===== src/hdl/rau_pkg.sv =====
// ----------------------------------------------------------------------------
// rau_pkg: shared definitions for the rational arithmetic unit
// Field widths, action codes, sequencer states and the divider status bundle.
// ----------------------------------------------------------------------------
package rau_pkg;

  localparam int OPERAND_BITS_DEF = 16;
  localparam int ACTION_W         = 3;
  localparam int RES_NUM_W        = 33;
  localparam int RES_DEN_W        = 32;

  localparam logic [ACTION_W-1:0] ACT_ADD  = 3'd0;
  localparam logic [ACTION_W-1:0] ACT_SUB  = 3'd1;
  localparam logic [ACTION_W-1:0] ACT_MUL  = 3'd2;
  localparam logic [ACTION_W-1:0] ACT_DIV  = 3'd3;
  localparam logic [ACTION_W-1:0] ACT_SIMP = 3'd4;

  typedef enum logic [3:0] {
    ST_IDLE,
    ST_MUL0,
    ST_MUL1,
    ST_MUL2,
    ST_GCD,
    ST_CHK,
    ST_DIVN,
    ST_DIVD,
    ST_OUT
  } rau_state_t;

  typedef struct packed {
    logic busy;
    logic done;
  } div_status_t;

endpackage


===== src/hdl/rational_arithmetic_unit.sv =====
// ----------------------------------------------------------------------------
// rational_arithmetic_unit: add, subtract, multiply, divide and simplify
// of signed fractions
// Cross products for the four arithmetic actions, binary GCD plus two exact
// divisions for simplify, all under one small sequencer.
// ----------------------------------------------------------------------------
// One transaction in gives exactly one transaction out. Add, subtract,
// multiply and divide run the one shared signed multiplier three times
// (a_num*b_den or a_num*b_num, a_den*b_num, a_den*b_den or a_den*b_num)
// and form the unreduced numerator and denominator; such a transaction
// steps through ST_MUL0, ST_MUL1, ST_MUL2 and ST_OUT, and the next one is
// taken once the sequencer is back in ST_IDLE. Simplify runs a binary
// (shift and subtract) GCD on the magnitudes of A, one step per cycle,
// then divides both magnitudes by the GCD in the restoring divider, one
// after the other. When A is 0 over 0 the result is 0 over 0. Codes 5 to
// 7 give 0 over 0. zero_den is 1 whenever the 32-bit result denominator
// is zero. in_stall is high from acceptance until the result is loaded
// into the output register; a result waiting there does not block the
// next input transaction.
// ----------------------------------------------------------------------------
module rational_arithmetic_unit
  import rau_pkg::*;
#(
  parameter int OPERAND_BITS = OPERAND_BITS_DEF
) (
  input  logic                           clk,
  input  logic                           rst,
  input  logic                           in_valid,
  output logic                           in_stall,
  input  logic [ACTION_W-1:0]            action,
  input  logic signed [OPERAND_BITS-1:0] a_num,
  input  logic signed [OPERAND_BITS-1:0] a_den,
  input  logic signed [OPERAND_BITS-1:0] b_num,
  input  logic signed [OPERAND_BITS-1:0] b_den,
  output logic                           out_valid,
  input  logic                           out_stall,
  output logic signed [RES_NUM_W-1:0]    res_num,
  output logic signed [RES_DEN_W-1:0]    res_den,
  output logic                           zero_den
);

  localparam int N     = OPERAND_BITS;
  localparam int PW    = 2 * N;          // product width
  localparam int SW    = PW + 1;         // sum of two products
  localparam int WIDE  = SW + RES_NUM_W; // room to sign-extend before truncating
  localparam int K_W   = $clog2(N);

  // Sequencer state
  rau_state_t state, state_next;

  // Operand registers
  logic [ACTION_W-1:0] act;
  logic signed [N-1:0] an, ad, bn, bd;

  // Multiplier
  logic signed [N-1:0]  mul_a, mul_b;
  logic signed [PW-1:0] prod;
  logic signed [PW-1:0] p0, p1, p2;

  // GCD
  logic [N-1:0]   gx, gy, gcd_val, gsel;
  logic [K_W-1:0] k;
  logic           gcd_done;

  // Divider
  logic           div_start;
  logic [N-1:0]   div_dividend;
  logic [N-1:0]   div_quotient;
  div_status_t    div_stat;
  logic [N-1:0]   qn, qd;

  // Magnitudes
  logic [N-1:0] in_mag_num, in_mag_den, mag_an, mag_ad;

  // Result assembly
  logic signed [SW-1:0]   sum_add, sum_sub;
  logic signed [N:0]      simp_num, simp_den;
  logic signed [WIDE-1:0] num_wide, den_wide;
  logic                   accept, out_free;

  assign accept   = in_valid && !in_stall;
  assign out_free = !out_valid || !out_stall;
  assign in_stall = (state != ST_IDLE);

  // two's complement magnitude; the most negative value maps onto 2^(N-1)
  assign in_mag_num = a_num[N-1] ? (~a_num + 1'b1) : a_num;
  assign in_mag_den = a_den[N-1] ? (~a_den + 1'b1) : a_den;
  assign mag_an     = an[N-1] ? (~an + 1'b1) : an;
  assign mag_ad     = ad[N-1] ? (~ad + 1'b1) : ad;

  assign gcd_done = (gx == '0) || (gy == '0);
  assign gsel     = (gx == '0) ? gy : gx;

  // Multiplier operand select: three products in a fixed order
  always_comb begin
    mul_a = an;
    mul_b = bd;
    case (state)
      ST_MUL0: begin
        mul_a = an;
        mul_b = (act == ACT_MUL) ? bn : bd;
      end
      ST_MUL1: begin
        mul_a = ad;
        mul_b = bn;
      end
      ST_MUL2: begin
        mul_a = ad;
        mul_b = (act == ACT_DIV) ? bn : bd;
      end
      default: begin
        mul_a = an;
        mul_b = bd;
      end
    endcase
  end

  assign prod = PW'(mul_a) * PW'(mul_b);

  // State register
  always_ff @(posedge clk) begin
    if (rst) begin
      state <= ST_IDLE;
    end else begin
      state <= state_next;
    end
  end

  // Next state and divider control
  always_comb begin
    state_next   = state;
    div_start    = 1'b0;
    div_dividend = mag_an;
    unique case (state)
      ST_IDLE: begin
        if (accept) begin
          unique case (action) inside
            ACT_ADD, ACT_SUB, ACT_MUL, ACT_DIV: state_next = ST_MUL0;
            ACT_SIMP:                           state_next = ST_GCD;
            default:                            state_next = ST_OUT;
          endcase
        end
      end
      ST_MUL0: state_next = ST_MUL1;
      ST_MUL1: state_next = ST_MUL2;
      ST_MUL2: state_next = ST_OUT;
      ST_GCD: begin
        if (gcd_done) begin
          state_next = ST_CHK;
        end
      end
      ST_CHK: begin
        if (gcd_val == '0) begin
          state_next = ST_OUT;
        end else begin
          div_start    = 1'b1;
          div_dividend = mag_an;
          state_next   = ST_DIVN;
        end
      end
      ST_DIVN: begin
        if (div_stat.done) begin
          div_start    = 1'b1;
          div_dividend = mag_ad;
          state_next   = ST_DIVD;
        end
      end
      ST_DIVD: begin
        if (div_stat.done) begin
          state_next = ST_OUT;
        end
      end
      ST_OUT: begin
        if (out_free) begin
          state_next = ST_IDLE;
        end
      end
      default: state_next = ST_IDLE;
    endcase
  end

  // Datapath registers
  always_ff @(posedge clk) begin
    case (state)
      ST_IDLE: begin
        if (accept) begin
          act <= action;
          an  <= a_num;
          ad  <= a_den;
          bn  <= b_num;
          bd  <= b_den;
          gx  <= in_mag_num;
          gy  <= in_mag_den;
          k   <= '0;
        end
      end
      ST_MUL0: p0 <= prod;
      ST_MUL1: p1 <= prod;
      ST_MUL2: p2 <= prod;
      ST_GCD: begin
        // binary GCD: strip common twos, strip lone twos, subtract odds
        if (gcd_done) begin
          gcd_val <= gsel << k;
        end else if (!gx[0] && !gy[0]) begin
          gx <= gx >> 1;
          gy <= gy >> 1;
          k  <= k + 1'b1;
        end else if (!gx[0]) begin
          gx <= gx >> 1;
        end else if (!gy[0]) begin
          gy <= gy >> 1;
        end else if (gx >= gy) begin
          gx <= gx - gy;
        end else begin
          gy <= gy - gx;
        end
      end
      ST_CHK: begin
        // A is 0 over 0: hand it back unchanged
        if (gcd_val == '0) begin
          qn <= '0;
          qd <= '0;
        end
      end
      ST_DIVN: begin
        if (div_stat.done) begin
          qn <= div_quotient;
        end
      end
      ST_DIVD: begin
        if (div_stat.done) begin
          qd <= div_quotient;
        end
      end
      default: begin
      end
    endcase
  end

  rau_divider #(
    .WIDTH (N)
  ) u_divider (
    .clk      (clk),
    .rst      (rst),
    .start    (div_start),
    .dividend (div_dividend),
    .divisor  (gcd_val),
    .quotient (div_quotient),
    .status   (div_stat)
  );

  // Result assembly: the quotients are exact, so restore the operand signs
  assign sum_add  = SW'(p0) + SW'(p1);
  assign sum_sub  = SW'(p0) - SW'(p1);
  assign simp_num = an[N-1] ? -$signed({1'b0, qn}) : $signed({1'b0, qn});
  assign simp_den = ad[N-1] ? -$signed({1'b0, qd}) : $signed({1'b0, qd});

  always_comb begin
    num_wide = '0;
    den_wide = '0;
    unique case (act) inside
      ACT_ADD: begin
        num_wide = WIDE'(sum_add);
        den_wide = WIDE'(p2);
      end
      ACT_SUB: begin
        num_wide = WIDE'(sum_sub);
        den_wide = WIDE'(p2);
      end
      ACT_MUL, ACT_DIV: begin
        num_wide = WIDE'(p0);
        den_wide = WIDE'(p2);
      end
      ACT_SIMP: begin
        num_wide = WIDE'(simp_num);
        den_wide = WIDE'(simp_den);
      end
      default: begin
        num_wide = '0;
        den_wide = '0;
      end
    endcase
  end

  // Output register: load when free, drop valid once taken
  always_ff @(posedge clk) begin
    if (rst) begin
      out_valid <= 1'b0;
    end else if (state == ST_OUT && out_free) begin
      out_valid <= 1'b1;
    end else if (out_valid && !out_stall) begin
      out_valid <= 1'b0;
    end
  end

  always_ff @(posedge clk) begin
    if (state == ST_OUT && out_free) begin
      res_num  <= num_wide[RES_NUM_W-1:0];
      res_den  <= den_wide[RES_DEN_W-1:0];
      zero_den <= (den_wide[RES_DEN_W-1:0] == '0);
    end
  end

  // Checks
  a_load_from_out: assert property (@(posedge clk) disable iff (rst)
    $rose(out_valid) |-> $past(state) == ST_OUT)
    else $error("result presented without passing the output state");

  a_div_no_restart: assert property (@(posedge clk) disable iff (rst)
    div_start |-> !div_stat.busy)
    else $error("divider restarted while busy");

  a_accept_leaves_idle: assert property (@(posedge clk) disable iff (rst)
    accept |=> state != ST_IDLE)
    else $error("accepted transaction did not start the sequencer");

  a_zero_flag: assert property (@(posedge clk) disable iff (rst)
    out_valid |-> zero_den == (res_den == '0))
    else $error("zero_den disagrees with res_den");

endmodule


===== src/hdl/rau_divider.sv =====
// ----------------------------------------------------------------------------
// rau_divider: iterative restoring divider
// Unsigned WIDTH-bit quotient, one quotient bit per cycle; done pulses when
// the quotient is final.
// ----------------------------------------------------------------------------
module rau_divider
  import rau_pkg::*;
#(
  parameter int WIDTH = OPERAND_BITS_DEF
) (
  input  logic             clk,
  input  logic             rst,
  input  logic             start,
  input  logic [WIDTH-1:0] dividend,
  input  logic [WIDTH-1:0] divisor,
  output logic [WIDTH-1:0] quotient,
  output div_status_t      status
);

  localparam int CNT_W = $clog2(WIDTH + 1);

  logic [WIDTH-1:0] rem;
  logic [WIDTH-1:0] quo;
  logic [WIDTH-1:0] dvs;
  logic [CNT_W-1:0] count;
  logic             busy;
  logic             done;
  logic [WIDTH:0]   shifted;
  logic [WIDTH:0]   diff;

  assign shifted = {rem, quo[WIDTH-1]};
  assign diff    = shifted - {1'b0, dvs};

  // control
  always_ff @(posedge clk) begin
    if (rst) begin
      busy  <= 1'b0;
      done  <= 1'b0;
      count <= '0;
    end else begin
      done <= 1'b0;
      if (start) begin
        busy  <= 1'b1;
        count <= CNT_W'(WIDTH);
      end else if (busy) begin
        count <= count - 1'b1;
        if (count == CNT_W'(1)) begin
          busy <= 1'b0;
          done <= 1'b1;
        end
      end
    end
  end

  // datapath: shift in one dividend bit, subtract when it fits
  always_ff @(posedge clk) begin
    if (start) begin
      rem <= '0;
      quo <= dividend;
      dvs <= divisor;
    end else if (busy) begin
      if (!diff[WIDTH]) begin
        rem <= diff[WIDTH-1:0];
      end else begin
        rem <= shifted[WIDTH-1:0];
      end
      quo <= {quo[WIDTH-2:0], ~diff[WIDTH]};
    end
  end

  assign quotient    = quo;
  assign status.busy = busy;
  assign status.done = done;

endmodule


===== config.mk =====
export PLATFORM = sky130hd
export DESIGN_NAME = rational_arithmetic_unit
export DESIGN_NICKNAME = d
export VERILOG_FILES = /design/src/hdl/rau_pkg.sv /design/src/hdl/rational_arithmetic_unit.sv /design/src/hdl/rau_divider.sv
export SDC_FILE = /design/constraint.sdc
export NUM_CORES = 2
export LEC_CHECK = 0
export BUFFER_PORTS_ARGS = -buffer_cell sky130_fd_sc_hd__buf_2
export CAP_MARGIN = 20
export CORE_ASPECT_RATIO = 1.75
export CORE_MARGIN = 10
export CORE_UTILIZATION = 59
export DETAILED_ROUTE_END_ITERATION = 10
export PLACE_DENSITY = 0.77
export SYNTH_ARGS = -nofsm -noshare
export SYNTH_HDL_FRONTEND = slang
export SYNTH_SLANG_ARGS = --single-unit
export TNS_END_PERCENT = 5

===== constraint.sdc =====
create_clock -name clk -period 10.2 [get_ports clk]
set_input_delay 0.51 -clock clk [delete_from_list [all_inputs] [get_ports clk]]
set_output_delay 0.51 -clock clk [all_outputs]
set_load 0.005 [all_outputs]

==> impl_metrics.ini <==
[synthesis]
synth_simple_gate_area_share_pct = 13.0
synth_top_cells_by_area = edfxtp_1 33%, fa_1 17%, ha_1 6.9%
synth_nets = 3597
ys_types = 92
ys.flop_type = edfxtp_1
netlist_top_cells_count = 405 x inv_1, 345 x edfxtp_1, 266 x fa_1
synth_top_family_by_area = adder cells
seq_area_frac_synth_pct = 34.9
syn_area_per_cell_um2 = 10.1
ys_seq_elements = 373
synth_compound_area_share_pct = 12.3
synth_top_area_share_pct = 33.1
synth_area_um2 = 31300
synthArstFlopShare_pct = 0
synthAdderAreaFrac_pct = 23.9
synthCells = 3087
yosysMostFrequentCell = inv_1
synth_top_cell_by_area = edfxtp_1
synth_edf_count = 345
synth_mux_area_share_pct = 4.06
synth_warnings = 0
synth_xor_area_share_pct = 5.63

[worst_setup_path]
max_stage_delay_ps = 640
required_ps = 10490
cpMostUsedCell = fa_1
critical_path.slowest_cell = mux2i_1
crit_family = adder cells
critical_path_buf_inv_count = 6
cp_max_fo = 19
path_class = register to register
end_kind = register
arrival_ps = 9010
crit_path_start_kind = register

[place]
portBuffers = 138
hpwlAfterDp_um = 71400
place.gp.congestion = 1.03

[global_route]
grt_pass1_vias = 24768
antenna_found_initial = 1
grt_use_total_pct = 27.5
grt_start_max_net_pins = 67
use_met1_pct = 31.3
grt_pass1_wl_um = 139000
grtUsageMet2_pct = 48.4
top_usage_layer = met2
gr-usage-met3_pct = 3.95
overflow = 0

[clock_network]
cts_buffers = 36
clkTransAtPathRegs_ps = 70
post_cts_buffers = 0
cts_resized = 0
ctsLongestPathBuffers = 3
cts_sinks = 373
hold_buffers = 0
cts_tree = yes
worstSkewPairLatency_ps = 570
cts-root-buf = clkbuf_16
htreeDepth = 2

[layout]
layout-drive-gt1-share_pct = 9.71
nFillCells = 4200
antenna-diode-count = 0
syn2layout_area_growth_pct = 8.66
seq_area_um2 = 10900
multi_input_area_um2 = 18500
nets = 3705

[timing]
clock_skew_ps = 26.4
hold_violations = 0
maxSlewHeadroom_pct = 24.1
period_share_pct = 85.5
tightest_slew_ps = 1110
period_minus_slack_ps = 8720
setup_violations = 0
final.setup.tns_ps = 0
maxSlewViolCount = 0
rsz0062_at_grt = false
fmax_mhz = 115

[drt]
post_drt_wl_per_cell_um = 22.6
vias_per_cell = 6.13
drt.antenna.violating_nets = 0
dr.pass1.iters = 6
finalWirelength_um = 88200
first_iter_violations = 1724
route.detailed.drc = 0
num_vias = 23918

[floorplan]
fp.dieArea_um2 = 63000
num_io_pins = 139
rows = 111
core_region_area_um2 = 52500
die_y_um = 325
initial_core_util_pct = 59.6
die_w_um = 194

[status]
status = finished clean

[flow_run]
cap_violations = 0

[worst_hold_path]
hold_class = primary input to register
==> flip-flops by register name (all words and copies together) (netlist names), 4 cells and up <==
| name | count |
|---|---|
| p2 | 32 |
| state | 4 |
| ad | 16 |
| k | 4 |
| u_divider.quotient | 16 |
| bn | 16 |
| qn | 16 |
| u_divider.count | 5 |
| res_den | 32 |
| an | 16 |
| u_divider.dvs | 16 |
| p1 | 32 |
| p0 | 32 |
| u_divider.rem | 16 |
| gx | 16 |
| res_num | 33 |
| gcd_val | 16 |
| bd | 16 |
| qd | 16 |
| gy | 16 |
==> worst register-to-register path: cells and delay by family, from the launching register on <==
| kind | cells | cell delay (ps) |
|---|---|---|
| compound gates | 7 | 1900 |
| simple gates | 7 | 1190 |
| buf+inv | 6 | 890 |
| fa+ha+maj | 7 | 3400 |
| mux | 1 | 660 |
| flops | 1 | 380 |
==> logic make-up after synthesis <==
| logic type | count (synthesis) |
|---|---|
| and+or+nand+nor | 848 |
| AOI/OAI and AO/OA | 594 |
| buffers and inverters | 514 |
| adders and majority gates | 439 |
| DFF | 373 |
| xor gates and xnor gates | 199 |
| muxes | 120 |
==> stage by stage <==
stage | area, um^2 | setup slack, ps | utilization, % | std cells | hold WS, ps
finish | 34000 | 1480 | 64.8 | 3900 | 109
global route | 34000 | 1120 | 64.8 | 3900 | 94.7
CTS | 34000 | 1640 | 64.8 | 3900 | 85.1
detailed placement | 32700 | 1700 | 62.4 | 3835 | 435
global placement | 32700 | 1860 | 62.4 | 3834 | 432
floorplan | 31300 | 2680 | - | 3087 | 427
==> final cells by class <==
type                            instances  area share [%]
Clock inverter                         23           0.983
Timing Repair Buffer                  178            2.91
Multi-Input combinational cell       2200            54.3
Tap cell                              678            2.49
Clock buffer                           42            2.72
Sequential cell                       373            32.1
Inverter                              406            4.48
==> per-layer routing <==
layer | share of wire [%] | vias up
met5 | 0 | -
met4 | 6.2 | 0
met3 | 6.2 | 290
met2 | 51 | 1077
met1 | 37 | 11652
li1 | - | 10899
==> worst paths after layout <==
path | startpoint | endpoint | slack, ps | cells after the start
worst min-delay path | b_num[10] | bn[10] | 110 | 1
worst min register to register | gcd_val[0] | u_divider.dvs[0] | 450 | 0
worst max register to register | act[1] | p1[30] | 1480 | 28
worst max-delay path | act[1] | p1[30] | 1480 | 28
==> placed cells by master, fill, tap and decap left out, drive strengths merged, types with 14 or more instances in the layout <==
master  count
clkbuf     42
buf       178
mux2       36
o31ai      38
and2       45
edfxtp    345
o221ai     15
or2        16
or3        31
nor2      240
a211oi     14
o21a       17
nand4      14
fa        266
nand2     248
nand3      49
xnor2      89
o41ai      20
or4        16
inv       408
nand2b     33
o22ai      20
o21ai     159
nor2b      23
a21o       42
mux2i      82
xor2      110
and3       14
nor3       66
ha        173
dfxtp      28
a21oi     159
nor4       30
Power is left out: the tool's default activity adds up to more than one toggle a clock period on the data nets, which glitch-free logic cannot reach.
